<file path="src/rtl/core/lz_flag_mask_decompressor_unit_defines.svh">
// Assertion macros for the LZ flag-mask decompressor.
// Included by RTL files that carry assertions; needs clk and rst in scope.
`ifndef LZ_FLAG_MASK_DECOMPRESSOR_UNIT_DEFINES_SVH
`define LZ_FLAG_MASK_DECOMPRESSOR_UNIT_DEFINES_SVH
`ifndef SYNTHESIS
`define LZFD_ASSERT_IMP(label, ante, cons, msg) \
  label: assert property (@(posedge clk) disable iff (rst) (ante) |-> (cons)) else $error(msg);
`define LZFD_ASSERT_NXT(label, ante, cons, msg) \
  label: assert property (@(posedge clk) disable iff (rst) (ante) |=> (cons)) else $error(msg);
`else
`define LZFD_ASSERT_IMP(label, ante, cons, msg)
`define LZFD_ASSERT_NXT(label, ante, cons, msg)
`endif
`endif

</file>
<file path="src/rtl/core/lzfd_pkg.sv">
// Shared types and constants for the LZ flag-mask decompressor.
// No dependencies.
package lzfd_pkg;

  localparam int unsigned LANES = 4;

  localparam logic [3:0] HEADER_SKIP      = 4'd4;
  localparam logic [3:0] HEADER_SIZE_END  = 4'd8;
  localparam logic [3:0] HEADER_FLAG_LO   = 4'd8;
  localparam logic [3:0] HEADER_FLAG_HI   = 4'd9;
  localparam logic [3:0] HEADER_COUNT_MAX = 4'd15;
  localparam logic [3:0] FLAG_LAST        = 4'd15;

  typedef struct packed {
    logic [7:0] in_byte;
    logic       start_of_stream;
  } in_item_t;

  typedef struct packed {
    logic [7:0] lane0;
    logic [7:0] lane1;
    logic [7:0] lane2;
    logic [7:0] lane3;
    logic [2:0] lane_count;
    logic       last_in_run;
    logic       stream_end;
  } out_item_t;

  typedef enum logic [2:0] {
    PH_HEADER  = 3'd0,
    PH_TOKEN   = 3'd1,
    PH_LENGTH  = 3'd2,
    PH_FLAG_LO = 3'd3,
    PH_FLAG_HI = 3'd4
  } phase_t;

  typedef struct packed {
    logic       restart;
    logic       lit_we;
    logic [7:0] lit_byte;
    logic       copy_start;
    logic [7:0] copy_len;
    logic [7:0] copy_dist;
    logic       copy_ends;
  } hist_cmd_t;

endpackage

</file>
<file path="src/rtl/core/lzfd_history.sv">
// History buffer: one write port, one registered read port.
// No dependencies.
module lzfd_history #(
  parameter int unsigned HISTORY_DEPTH = 256
) (
  input  logic                             clk,
  input  logic                             we,
  input  logic [$clog2(HISTORY_DEPTH)-1:0] waddr,
  input  logic [7:0]                       wdata,
  input  logic                             re,
  input  logic [$clog2(HISTORY_DEPTH)-1:0] raddr,
  output logic [7:0]                       rdata
);

  logic [7:0] mem [HISTORY_DEPTH];

  always_ff @(posedge clk) begin
    if (we) begin
      mem[waddr] <= wdata;
    end
  end

  always_ff @(posedge clk) begin
    if (re) begin
      rdata <= mem[raddr];
    end
  end

endmodule

</file>
<file path="src/rtl/core/lzfd_parser.sv">
// Stream parser: header, flag words, tokens, output count and end detect.
// Depends on lzfd_pkg.
module lzfd_parser (
  input  logic                clk,
  input  logic                rst,
  input  logic                accept,
  input  lzfd_pkg::in_item_t  in_data,
  output lzfd_pkg::hist_cmd_t cmd,
  output logic                res_valid,
  output lzfd_pkg::out_item_t res
);

  lzfd_pkg::phase_t phase, phase_next, e_phase;
  logic [3:0]  header_count, header_count_next, e_hc;
  logic [31:0] stream_size, stream_size_next, e_size;
  logic [31:0] produced_count, produced_count_next, e_prod;
  logic [15:0] flag_word, flag_word_next, e_fw;
  logic [3:0]  flag_position, flag_position_next, e_fp;
  logic [7:0]  match_distance, match_distance_next, e_dist;
  logic        finished, finished_next, e_fin;

  logic        start, active, is_match;
  logic [7:0]  b;
  logic [31:0] addend, sum_sat;
  logic [32:0] sum;
  logic        ends;
  logic [3:0]  fp_after;

  assign b      = in_data.in_byte;
  assign start  = accept && in_data.start_of_stream;

  always_comb begin
    e_phase = phase;
    e_hc    = header_count;
    e_size  = stream_size;
    e_prod  = produced_count;
    e_fw    = flag_word;
    e_fp    = flag_position;
    e_dist  = match_distance;
    e_fin   = finished;
    if (start) begin
      e_phase = lzfd_pkg::PH_HEADER;
      e_hc    = '0;
      e_size  = '0;
      e_prod  = '0;
      e_fw    = '0;
      e_fp    = '0;
      e_dist  = '0;
      e_fin   = 1'b0;
    end
  end

  assign active   = accept && !e_fin;
  assign is_match = e_fw[e_fp];
  assign addend   = (e_phase == lzfd_pkg::PH_LENGTH) ? {24'd0, b} : 32'd1;
  assign sum      = {1'b0, e_prod} + {1'b0, addend};
  assign sum_sat  = sum[32] ? '1 : sum[31:0];
  assign ends     = sum_sat >= e_size;
  assign fp_after = (e_fp >= lzfd_pkg::FLAG_LAST) ? 4'd0 : e_fp + 4'd1;

  always_comb begin
    phase_next = e_phase;
    if (active) begin
      unique case (e_phase)
        lzfd_pkg::PH_HEADER: begin
          if (e_hc == lzfd_pkg::HEADER_FLAG_HI) phase_next = lzfd_pkg::PH_TOKEN;
        end
        lzfd_pkg::PH_FLAG_LO: phase_next = lzfd_pkg::PH_FLAG_HI;
        lzfd_pkg::PH_FLAG_HI: phase_next = lzfd_pkg::PH_TOKEN;
        lzfd_pkg::PH_TOKEN: begin
          if (is_match) begin
            phase_next = lzfd_pkg::PH_LENGTH;
          end else begin
            phase_next = (e_fp >= lzfd_pkg::FLAG_LAST) ? lzfd_pkg::PH_FLAG_LO
                                                       : lzfd_pkg::PH_TOKEN;
          end
        end
        lzfd_pkg::PH_LENGTH: begin
          phase_next = (e_fp >= lzfd_pkg::FLAG_LAST) ? lzfd_pkg::PH_FLAG_LO
                                                     : lzfd_pkg::PH_TOKEN;
        end
        default: phase_next = lzfd_pkg::PH_TOKEN;
      endcase
    end
  end

  always_comb begin
    header_count_next   = e_hc;
    stream_size_next    = e_size;
    produced_count_next = e_prod;
    flag_word_next      = e_fw;
    flag_position_next  = e_fp;
    match_distance_next = e_dist;
    finished_next       = e_fin;
    cmd                 = '0;
    cmd.restart         = start;
    res_valid           = 1'b0;
    res                 = '0;
    if (active) begin
      unique case (e_phase)
        lzfd_pkg::PH_HEADER: begin
          if (e_hc >= lzfd_pkg::HEADER_SKIP && e_hc < lzfd_pkg::HEADER_SIZE_END) begin
            stream_size_next[{e_hc[1:0], 3'b000} +: 8] = b;
          end else if (e_hc == lzfd_pkg::HEADER_FLAG_LO) begin
            flag_word_next = {8'd0, b};
          end else if (e_hc == lzfd_pkg::HEADER_FLAG_HI) begin
            flag_word_next     = {b, e_fw[7:0]};
            flag_position_next = '0;
          end
          if (e_hc < lzfd_pkg::HEADER_COUNT_MAX) header_count_next = e_hc + 4'd1;
        end
        lzfd_pkg::PH_FLAG_LO: flag_word_next = {8'd0, b};
        lzfd_pkg::PH_FLAG_HI: begin
          flag_word_next     = {b, e_fw[7:0]};
          flag_position_next = '0;
        end
        lzfd_pkg::PH_TOKEN: begin
          if (is_match) begin
            match_distance_next = b;
          end else begin
            produced_count_next = sum_sat;
            flag_position_next  = fp_after;
            finished_next       = e_fin | ends;
            cmd.lit_we          = 1'b1;
            cmd.lit_byte        = b;
            res_valid           = 1'b1;
            res.lane0           = b;
            res.lane_count      = 3'd1;
            res.last_in_run     = 1'b1;
            res.stream_end      = ends;
          end
        end
        lzfd_pkg::PH_LENGTH: begin
          produced_count_next = sum_sat;
          flag_position_next  = fp_after;
          finished_next       = e_fin | ends;
          cmd.copy_start      = (b != 8'd0);
          cmd.copy_len        = b;
          cmd.copy_dist       = e_dist;
          cmd.copy_ends       = ends;
          if (b == 8'd0 && ends) begin
            res_valid       = 1'b1;
            res.last_in_run = 1'b1;
            res.stream_end  = 1'b1;
          end
        end
        default: ;
      endcase
    end
  end

  always_ff @(posedge clk) begin
    if (rst) begin
      phase          <= lzfd_pkg::PH_HEADER;
      header_count   <= '0;
      stream_size    <= '0;
      produced_count <= '0;
      flag_word      <= '0;
      flag_position  <= '0;
      match_distance <= '0;
      finished       <= 1'b1;
    end else begin
      phase          <= phase_next;
      header_count   <= header_count_next;
      stream_size    <= stream_size_next;
      produced_count <= produced_count_next;
      flag_word      <= flag_word_next;
      flag_position  <= flag_position_next;
      match_distance <= match_distance_next;
      finished       <= finished_next;
    end
  end

endmodule

</file>
<file path="src/rtl/core/lzfd_copy.sv">
// Match copy engine: owns the history write pointer, issues reads,
// writes copied bytes back and packs them into lane results.
// Depends on lzfd_pkg and the assertion macro header.
`include "lz_flag_mask_decompressor_unit_defines.svh"
module lzfd_copy #(
  parameter int unsigned HISTORY_DEPTH = 256
) (
  input  logic                                clk,
  input  logic                                rst,
  input  lzfd_pkg::hist_cmd_t                 cmd,
  input  logic                                out_free,
  output logic                                busy,
  output logic                                res_valid,
  output lzfd_pkg::out_item_t                 res,
  output logic                                mem_we,
  output logic [$clog2(HISTORY_DEPTH)-1:0]    mem_waddr,
  output logic [7:0]                          mem_wdata,
  output logic                                mem_re,
  output logic [$clog2(HISTORY_DEPTH)-1:0]    mem_raddr,
  input  logic [7:0]                          mem_rdata
);

  localparam int unsigned AW = $clog2(HISTORY_DEPTH);
  localparam logic [AW-1:0] PTR_LAST = AW'(HISTORY_DEPTH - 1);
  localparam logic [AW:0]   DEPTH_W  = (AW + 1)'(HISTORY_DEPTH);

  logic [AW-1:0] wptr, ipos;
  logic          wrapped, iwrapped;
  logic [7:0]    rem, match_dist, last_byte;
  logic          ends, rd_valid, rd_zero, rd_fwd, rd_last;
  logic [1:0]    fill;
  logic [7:0]    lanes [lzfd_pkg::LANES];

  logic          completes, advance, issue, copy_we;
  logic [7:0]    v;
  logic [AW:0]   dist_w, ipos_w, rd_full;
  logic          src_zero;
  logic [7:0]    res_lanes [lzfd_pkg::LANES];

  assign busy      = (rem != 8'd0) || rd_valid;
  assign completes = (fill == 2'd3) || rd_last;
  assign advance   = !(rd_valid && completes && !out_free);
  assign issue     = advance && (rem != 8'd0);
  assign copy_we   = rd_valid && advance;

  assign dist_w   = (AW + 1)'(match_dist);
  assign ipos_w   = {1'b0, ipos};
  assign rd_full  = (ipos_w >= dist_w) ? ipos_w - dist_w : ipos_w + DEPTH_W - dist_w;
  assign src_zero = (match_dist == 8'd0) || (!iwrapped && dist_w > ipos_w);

  assign v = rd_zero ? 8'd0 : (rd_fwd ? last_byte : mem_rdata);

  assign mem_we    = cmd.lit_we || copy_we;
  assign mem_waddr = wptr;
  assign mem_wdata = cmd.lit_we ? cmd.lit_byte : v;
  assign mem_re    = issue;
  assign mem_raddr = rd_full[AW-1:0];

  always_comb begin
    for (int j = 0; j < lzfd_pkg::LANES; j++) begin
      if (j < int'(fill)) res_lanes[j] = lanes[j];
      else if (j == int'(fill)) res_lanes[j] = v;
      else res_lanes[j] = 8'd0;
    end
  end

  assign res_valid       = copy_we && completes;
  assign res.lane0       = res_lanes[0];
  assign res.lane1       = res_lanes[1];
  assign res.lane2       = res_lanes[2];
  assign res.lane3       = res_lanes[3];
  assign res.lane_count  = {1'b0, fill} + 3'd1;
  assign res.last_in_run = rd_last;
  assign res.stream_end  = rd_last && ends;

  always_ff @(posedge clk) begin
    if (rst) begin
      wptr     <= '0;
      wrapped  <= 1'b0;
      ipos     <= '0;
      iwrapped <= 1'b0;
      rem      <= '0;
      rd_valid <= 1'b0;
      fill     <= '0;
    end else begin
      if (cmd.restart) begin
        wptr    <= '0;
        wrapped <= 1'b0;
      end else if (mem_we) begin
        wptr    <= (wptr == PTR_LAST) ? '0 : wptr + AW'(1);
        wrapped <= wrapped | (wptr == PTR_LAST);
      end
      if (cmd.copy_start) begin
        rem      <= cmd.copy_len;
        ipos     <= wptr;
        iwrapped <= wrapped;
      end else if (issue) begin
        rem      <= rem - 8'd1;
        ipos     <= (ipos == PTR_LAST) ? '0 : ipos + AW'(1);
        iwrapped <= iwrapped | (ipos == PTR_LAST);
      end
      if (advance) begin
        rd_valid <= issue;
      end
      if (copy_we) begin
        fill <= completes ? 2'd0 : fill + 2'd1;
      end
    end
  end

  always_ff @(posedge clk) begin
    if (cmd.copy_start) begin
      match_dist <= cmd.copy_dist;
      ends       <= cmd.copy_ends;
    end
    if (issue) begin
      rd_zero <= src_zero;
      rd_fwd  <= (match_dist == 8'd1) && rd_valid;
      rd_last <= (rem == 8'd1);
    end
    if (copy_we) begin
      last_byte     <= v;
      lanes[fill]   <= v;
    end
  end

  `LZFD_ASSERT_IMP(a_res_slot_free, res_valid, out_free, "copy result into full output")
  `LZFD_ASSERT_IMP(a_copy_start_idle, cmd.copy_start, !busy, "copy started while busy")
  `LZFD_ASSERT_IMP(a_literal_idle, cmd.lit_we, !busy, "literal written during copy")
  `LZFD_ASSERT_NXT(a_stall_holds, busy && !advance, $stable(rem) && $stable(fill), "stall moved copy")

endmodule

</file>
<file path="src/rtl/core/lz_flag_mask_decompressor_unit.sv">
// LZ flag-mask decompressor top level: parser, copy engine, history, output register.
// Header, flag and literal bytes: one per cycle unless output stalls; result next cycle.
// A match of length L>0 holds the input during its copy and output stalls: one read per byte.
// Results of up to four bytes leave through a single output register.
// Synchronous reset: idle until a request with start_of_stream; history not cleared.
module lz_flag_mask_decompressor_unit #(
  parameter int unsigned HISTORY_DEPTH = 256
) (
  input  logic                clk,
  input  logic                rst,
  input  logic                in_valid,
  output logic                in_ready,
  input  lzfd_pkg::in_item_t  in_data,
  output logic                out_valid,
  input  logic                out_ready,
  output lzfd_pkg::out_item_t out_data
);

  localparam int unsigned AW = $clog2(HISTORY_DEPTH);

  lzfd_pkg::hist_cmd_t cmd;
  lzfd_pkg::out_item_t p_res, e_res;
  logic                p_res_valid, e_res_valid;
  logic                accept, out_free, busy;
  logic                mem_we, mem_re;
  logic [AW-1:0]       mem_waddr, mem_raddr;
  logic [7:0]          mem_wdata, mem_rdata;

  assign out_free = !out_valid || out_ready;
  assign in_ready = !busy && out_free;
  assign accept   = in_valid && in_ready;

  lzfd_parser u_parser (
    .clk       (clk),
    .rst       (rst),
    .accept    (accept),
    .in_data   (in_data),
    .cmd       (cmd),
    .res_valid (p_res_valid),
    .res       (p_res)
  );

  lzfd_copy #(
    .HISTORY_DEPTH (HISTORY_DEPTH)
  ) u_copy (
    .clk       (clk),
    .rst       (rst),
    .cmd       (cmd),
    .out_free  (out_free),
    .busy      (busy),
    .res_valid (e_res_valid),
    .res       (e_res),
    .mem_we    (mem_we),
    .mem_waddr (mem_waddr),
    .mem_wdata (mem_wdata),
    .mem_re    (mem_re),
    .mem_raddr (mem_raddr),
    .mem_rdata (mem_rdata)
  );

  lzfd_history #(
    .HISTORY_DEPTH (HISTORY_DEPTH)
  ) u_history (
    .clk   (clk),
    .we    (mem_we),
    .waddr (mem_waddr),
    .wdata (mem_wdata),
    .re    (mem_re),
    .raddr (mem_raddr),
    .rdata (mem_rdata)
  );

  always_ff @(posedge clk) begin
    if (rst) begin
      out_valid <= 1'b0;
    end else if (out_free) begin
      out_valid <= p_res_valid || e_res_valid;
    end
  end

  always_ff @(posedge clk) begin
    if (out_free) begin
      out_data <= e_res_valid ? e_res : p_res;
    end
  end

endmodule

</file>
<file path="config.mk">
export PLATFORM = sky130hd
export DESIGN_NAME = lz_flag_mask_decompressor_unit
export DESIGN_NICKNAME = d
export VERILOG_FILES = /design/src/rtl/core/lzfd_pkg.sv /design/src/rtl/core/lzfd_history.sv /design/src/rtl/core/lzfd_parser.sv /design/src/rtl/core/lzfd_copy.sv /design/src/rtl/core/lz_flag_mask_decompressor_unit.sv
export VERILOG_INCLUDE_DIRS = /design/src /design/src/rtl/core
export SDC_FILE = /design/constraint.sdc
export NUM_CORES = 2
export LEC_CHECK = 0
export BUFFER_PORTS_ARGS = -buffer_cell sky130_fd_sc_hd__buf_2
export CORE_MARGIN = 2
export CORE_UTILIZATION = 36
export DETAILED_ROUTE_END_ITERATION = 16
export SYNTH_ARGS = -nofsm -noshare
export SYNTH_HDL_FRONTEND = slang
export SYNTH_SLANG_ARGS = --single-unit
</file>
<file path="constraint.sdc">
create_clock -name clk -period 23.1 [get_ports clk]
set_input_delay 4.62 -clock clk [delete_from_list [all_inputs] [get_ports clk]]
set_output_delay 4.62 -clock clk [all_outputs]
set_load 0.02 [all_outputs]
</file>
* Yosys cells after proc, flatten, opt, wreduce, memory -nomap -nowiden
Memory sizes are Yosys's and may differ from the RTL's. A register that Yosys moved wholly into a read port is not among the register bits.
Cells that the tools add are included.
** Storage, ports and cells
- Register bits after elaboration :: 187
- Input port bits :: 13
- Memory bits (read-only) :: 0
- Latch bits :: 0
- Output and inout port bits :: 39
- Memory bits (writable) :: 2080
- Memories kept :: 2
** Cells by class
- Mux-type cells :: 86
- Shift operators :: 2
- Bitwise gates (word level) :: 3
- Order comparisons :: 11
- Div/mod/pow operators :: 0
- Equality and inequality tests :: 14
- Add/sub/neg operators :: 12
- Reductions and logical operators :: 36
- $mul :: 0
** Memory list
- u_history.mem :: depth 256, width 8, rd ports 1, clocked after memory_dff 1, write ports 1, RTL line lzfd_history.sv:15 : logic [7:0] mem [HISTORY_DEPTH];
- u_copy.lanes :: depth 4, width 8, rd ports 3, clocked after memory_dff 0, write ports 1, RTL line lzfd_copy.sv:32 : logic [7:0] lanes [lzfd_pkg::LANES];
** Operators with widths (count)
- 32-bit 2-to-1 mux :: 8
- 8-bit 2-to-1 mux :: 25
- 16-bit 2-to-1 mux :: 5
- 32-bit one-hot mux with 2 select lines :: 1
- 16-bit one-hot mux with 3 select lines :: 1
- 4-bit 2-to-1 mux :: 11
- 37-bit 2-to-1 mux :: 1
- 32-bit by 32-bit adder with 33-bit output :: 1
- 32-bit bitwise mux :: 1
- 32-bit >= comparator :: 1
- 8-bit by 7-bit variable shift with 32-bit output (first input constant) :: 1
- 8-bit by 7-bit indexed part select with 32-bit output :: 1
- 27-bit 2-to-1 mux :: 1
- 8-bit by 1-bit adder with 8-bit output (second input constant) :: 3
- 18-bit 2-to-1 mux :: 1
- 9-bit 2-to-1 mux :: 2
- 8-bit by 1-bit == test with 1-bit output (second input constant) :: 2
- 8-bit == test (second input constant) :: 2
- 8-bit zero test :: 2
- 4-bit one-hot mux with 4 select lines :: 1
- 8-bit nonzero test :: 2
- 8-bit subtractor :: 2
- 3-bit 2-to-1 mux :: 5
- 1-bit logical AND :: 14
- other kinds (35) :: 70

* Longest topological paths before layout
- Word-level depth :: 17
- Mapped depth :: 25
- Gate-level depth less buffers :: 23

* By module
Synthesis repeated with hierarchy kept, for this count alone.
** Second synthesis, totals
- Cell total of the unflattened synthesis :: 5118
- Area total of the unflattened synthesis :: 92238.5 µm²
** By module, submodules not included
- lzfd_history :: instances 1, area each 79636.4 µm², seq. area each 61739.2 µm², cells an instance 3733
- lzfd_parser :: instances 1, area each 7069.3 µm², seq. area each 2001.9 µm², cells an instance 933
- lzfd_copy :: instances 1, area each 3844.9 µm², seq. area each 1901.8 µm², cells an instance 367
- lz_flag_mask_decompressor_unit :: instances 1, area each 1687.9 µm², seq. area each 1131.1 µm², cells an instance 85

* Worst setup path before layout
Ideal clock, no wire load.
- Path type :: input -> register
- Start :: input out_ready
- End :: memory u_history.mem[0][0] (data pin)
- Arrival :: 9748 ps
- Stages :: 9
- Path buffers :: 2
- Setup slack :: 12530 ps
- Cells stage by stage :: nor2b_1 inv_1 nand3b_1 or3_1 buf_2 nor4_1 buf_2 nand2_1 nand2_1
** Between the ends
- Longest elaborated chain between the ends :: 11
- Elaborated cells between the ends (all ways) :: 17
** Ends and longest elaborated chain
- from (decl) :: RTL line lz_flag_mask_decompressor_unit.sv:15 : input logic out_ready,
- 1-bit logical OR (*) :: RTL line lz_flag_mask_decompressor_unit.sv:29 : assign out_free = !out_valid || out_ready;
- 1-bit logical AND (*) :: RTL line lz_flag_mask_decompressor_unit.sv:30 : assign in_ready = !busy && out_free;
- 1-bit logical AND (*) :: RTL line lz_flag_mask_decompressor_unit.sv:31 : assign accept = in_valid && in_ready;
- 1-bit logical AND :: RTL line lzfd_parser.sv:30 : assign start = accept && in_data.start_of_stream;
- 16-bit 2-to-1 mux or 4-bit 2-to-1 mux (tied branches) :: RTL line lzfd_parser.sv:41 : if (start) begin
- 1-bit binary-select mux with 4-bit select :: RTL line lzfd_parser.sv:54 : assign is_match = e_fw[e_fp];
- 1-bit 2-to-1 mux (not written as such) :: RTL line lzfd_parser.sv:54
- 9-bit 2-to-1 mux :: RTL line lzfd_parser.sv:118 : if (is_match) begin
- 9-bit 2-to-1 mux :: RTL line lzfd_parser.sv:100 : unique case (e_phase)
- 27-bit 2-to-1 mux (*) :: RTL line lzfd_parser.sv:99 : if (active) begin
- 8-bit 2-to-1 mux (*) :: RTL line lzfd_copy.sv:55 : assign mem_wdata = cmd.lit_we ? cmd.lit_byte : v;
- named net mem_wdata[0] :: RTL line lz_flag_mask_decompressor_unit.sv:27 : logic [7:0] mem_wdata, mem_rdata;
- to (decl) :: RTL line lzfd_history.sv:15
Mark *: on every way through the listed nets, which the timed path passes. The rest lies on a longest branch. The select of a mux whose other input is x is not followed.

* Worst setup path in the final report
- Start :: input out_ready
- End :: register out_data[1] in the netlist's numbering (data pin)
** Between the ends
- Longest elaborated chain between the ends :: 15
- Elaborated cells between the ends (all ways) :: 31
** Ends and longest elaborated chain
- 1-bit logical OR (*) :: RTL line lz_flag_mask_decompressor_unit.sv:29
- 1-bit logical AND :: RTL line lz_flag_mask_decompressor_unit.sv:30
- 1-bit logical AND :: RTL line lz_flag_mask_decompressor_unit.sv:31
- 1-bit logical AND :: RTL line lzfd_parser.sv:30
- 3-bit 2-to-1 mux :: RTL line lzfd_parser.sv:41
- 3-bit by 2-bit == test with 1-bit output :: RTL line lzfd_parser.sv:55, lzfd_parser.sv:100
- 8-bit 2-to-1 mux :: RTL line lzfd_parser.sv:55 : assign addend = (e_phase == lzfd_pkg::PH_LENGTH) ? {24'd0, b} : 32'd1;
- 32-bit by 32-bit adder with 33-bit output :: RTL line lzfd_parser.sv:56 : assign sum = {1'b0, e_prod} + {1'b0, addend};
- 32-bit 2-to-1 mux :: RTL line lzfd_parser.sv:57 : assign sum_sat = sum[32] ? '1 : sum[31:0];
- 32-bit >= comparator :: RTL line lzfd_parser.sv:58 : assign ends = sum_sat >= e_size;
- 1-bit logical AND :: RTL line lzfd_parser.sv:141 : if (b == 8'd0 && ends) begin
- 2-bit 2-to-1 mux :: RTL line lzfd_parser.sv:141
- 2-bit one-hot mux with 2 select lines :: RTL line lzfd_parser.sv:100
- 5-bit 2-to-1 mux :: RTL line lzfd_parser.sv:99
- 37-bit 2-to-1 mux (*) :: RTL line lz_flag_mask_decompressor_unit.sv:83 : out_data <= e_res_valid ? e_res : p_res;
- to (signal assigned) :: RTL line lz_flag_mask_decompressor_unit.sv:83
- to (decl) :: RTL line lz_flag_mask_decompressor_unit.sv:16 : output lzfd_pkg::out_item_t out_data
Every way passes the cells marked *; elsewhere a longest branch is shown, timed or not. The select of a mux whose other input is x is not followed.
A chain may end at the register's enable or synchronous reset.

==> summary.txt <==
Power and ir drop
  – Switching share of power: 28.8%
  – Total Power: 0.0104 W
  – Power share of the sequential group: 43.5%
  – Leakage: 30.7 nW
  – Clock network power share: 34.7%
  – Cell Pwr Density: 101 nW/um2
  – Int Pwr: 0.00740 W
  – Max VDD drop: 0.136 mV
  – Gate power share: 21.8%
  – Psw: 0.00299 W

Placement
  – Post-Place Worst Slack: 12.36 ns
  – Port Buf Inserts: 51
  – GPL Wtd Cong: 0.866
  – Post-DP HPWL: 138000 um
  – Placed cells: 8387

Setup path
  – Largest delay share family, worst path: compound AO/OA/AOI/OAI gates
  – Worst path arrival time: 10.56 ns
  – Req. time, crit path: 23.77 ns
  – Slowest CP cell: o41ai_1
  – Critical path buffers and inverters: 3
  – Critical path cell sequence: buf_2 > nor2b_1 > nor3_1 > nand2_4 > and2_1 > ha_1 > inv_1 > fa_1 > nand3b_1 > a21boi_0 > o21ai_1 > a21oi_1 > nand3_1 > buf_4 > o21ai_0 > ha_1 > nand4_1 > or2_2 > o41ai_1 > o21ai_0 > a31oi_1
  – Startpoint types: input pin
  – Max FO, Critical Path: 53
  – Crit path launch: out_ready
  – Critical path class: input pin to register
  – Worst setup EP type: register
  – Slowest cell delay on critical path: 0.74 ns
  – FF-to-FF Start: u_copy.ipos[0]

Die
  – Row cnt: 184
  – Starting Density: 36.3%
  – I/O pins: 52
  – Die footprint: 258000 um2
  – Die width: 508 um
  – Core Region: 252000 um2
  – Die Span Y: 508 um

STA
  – Worst Tran Pin Value: 1.33 ns
  – Highest clock rate: 101 MHz
  – Slew margin rel.: 11.4%
  – Setup violators final: 0
  – Period utilization: 42.8%
  – Fin crit period: 9.89 ns
  – Worst Setup Slack, final: 13.21 ns
  – Fin. Hold Viols: 0
  – Pins over their slew limit: 0
  – Unrepaired setup endpoints after global routing: no
  – TNS Setup: 0 ns
  – Skew final: 0.0628 ns

Routing
  – Wire per inst: 26.2 um
  – Vias: 48.6k
  – # DRC: 0
  – Drt first pass iters: 8
  – Final WL: 231000 um
  – Detailed Route Iter0 Violations: 5536
  – Antenna viol nets, final: 0
  – Vias per cell: 5.53

CTS
  – CTS tree: done
  – Clk sink count: 2267
  – Cts bufs inserted: 216
  – Setup Fix Bufs, Post-CTS: 0
  – Worst-Skew Late Latency: 0.88 ns
  – Post-CTS Resized: 0
  – H-Tree Depth: 4
  – Reg clk slew, reported paths: 0.06 ns
  – # hold bufs at CTS: 0
  – Clock root buffer master: clkbuf_16
  – Clk buf depth: 3

Synth
  – Mapped Area: 91400 um2
  – Number of flops mapped to enable cells by yosys: 2137
  – Synthesized area per cell: 17.5 um2
  – Synth Register Bits: 2267
  – Area leader, netlist: edfxtp_1
  – Yosys warns: 0
  – Async set or reset register ratio after synthesis: 0%
  – Top cells by area, synth: edfxtp_1 (70%), mux4_2 (13%), dfxtp_1 (2.8%), nor2_1 (2.4%), nand2_1 (1.9%)
  – Post-Synthesis Cells: 5226
  – Synth cell types: 74
  – Yosys top cell area share: 70.2%
  – Commonest register cell after synthesis: edfxtp_1
  – Register area share after synthesis: 73.1%
  – Syn_nets: 5309

Global route
  – Global-route wire length before repair: 336000 um
  – Largest net degree at the start of global routing: 193
  – Vias in the first global route: 48.0k
  – Total gr overflow: 0
  – Initial antenna violation count: 13
  – GRT Util Overall: 17.6%
  – Met1 Use GR: 25.7%
  – Busiest grt layer: met2
  – Met3 Use GR: 3.60%
  – Grt met2 use: 26.6%

Job
  – Max_cap viols: 0

Min path
  – Min-delay worst type: register to register
  – Hold Startpoint: u_parser.stream_size[30]

Layout
  – Nets: 5340
  – Area grow syn2layout: 12.2%
  – Finished Layout Cells: 8787
  – Layout cells sized above 1: 18.7%

Run status
  – Status: finished clean
==> registers in the layout, indices dropped and copies added (netlist names), 2 cells and up <==
| register | cells |
|---|---|
| u_copy.ipos | 8 |
| u_history.rdata | 8 |
| u_parser.flag_word | 16 |
| u_parser.phase | 3 |
| u_parser.produced_count | 32 |
| u_copy.lanes | 24 |
| u_copy.rem | 8 |
| u_copy.mem_waddr | 8 |
| u_parser.header_count | 4 |
| u_parser.stream_size | 32 |
| u_parser.match_distance | 8 |
| u_copy.last_byte | 8 |
| u_copy.fill | 2 |
| u_copy.match_dist | 8 |
| u_history.mem | 2048 |
| u_parser.flag_position | 4 |
| out_data | 37 |
==> cell usage after synthesis (all sizes together) (58+ instances only) <==
master and n:
ha 68, edfxtp 2137, mux4 517, a31oi 58, and3 59, clkbuf 187, buf 126, a21oi 102
nand3 135, dfxtp 130, o21ai 84, mux2i 85, nor2 589, nand2 462
==> metal layers <==
metal,wire length [um],part of all wire (%),up-vias
met1,101000,44,25582
met4,6420,2.8,8
li1,-,-,20753
met2,104000,45,1902
met3,18800,8.1,342
met5,51,0.022,-
==> tightest hold or removal path: cells and delay by family, from the launching register on <==
family / cells / cell delay [ns]
flip-flops: 1 / 0.31
AND/OR/NAND/NOR: 1 / 0.06
AO/OA/AOI/OAI: 1 / 0.05
==> power by group through the flow <==
stage	Sequential [W]	Clock (W)	Combinational, W
finish	0.00452	0.00360	0.00226
global route	0.00452	0.00381	0.00240
CTS	0.00452	0.00366	0.00227
detailed placement	0.00461	0	0.00227
global placement	0.00461	0	0.00227
floorplan	0.00460	0	0.00157
==> logic make-up (layout without fill, tap and decap cells) <==
family | after synthesis | in the layout | share of synthesized area, %
xor gates and xnor gates | 45 | 45 | 0.431
muxes | 603 | 603 | 13.7
AOI/OAI and AO/OA | 482 | 482 | 3.56
other | 0 | 3 | 0
adders and majority gates | 70 | 70 | 0.975
buffers and inverters | 353 | 563 | 1.61
and+or+nand+nor | 1406 | 1406 | 6.64
DFF | 2267 | 2267 | 73.1
==> final cells by class <==
class                      count  area, um2
clock buffer                 259       5630
timing repair buffer         126        921
tap                         3348       4190
inverter                      40        150
sequential                  2267      66800
clock inverter               138       1530
fill                       22349     149000
antenna                        3       7.51
multi-input combinational   2606      23300
==> worst paths after layout <==
path,endpoint,slack (ns),cells past startpoint
setup reg to reg,u_history.rdata[5],15.37,13
hold reg to reg,u_parser.stream_size[30],0.47,2
hold / removal,u_parser.stream_size[30],0.47,2
setup / recovery,out_data[1],13.21,21
==> per-stage QoR <==
stage	hold WS, ns	util, %	area [um2]
detailed placement	0.458	37.9	95300
finish	0.467	40.7	103000
global placement	0.451	37.9	95300
CTS	0.467	40.7	103000
global route	0.483	40.7	103000
floorplan	0.431	-	91400
==> cell usage in the layout (no fill, tap or decap), types with 45 or more instances in the layout <==
cell type  count
a31oi_1       58
o21ai_0       81
clkinv_2      45
ha_1          67
a21oi_1       95
nand2_1      445
buf_2         50
edfxtp_1    2137
clkbuf_16    218
nor2_1       584
dfxtp_1      130
buf_4         68
nand3_1      131
mux4_2       516
and3_1        59
mux2i_1       85
Note: power is estimated with default switching activity, not from simulation.
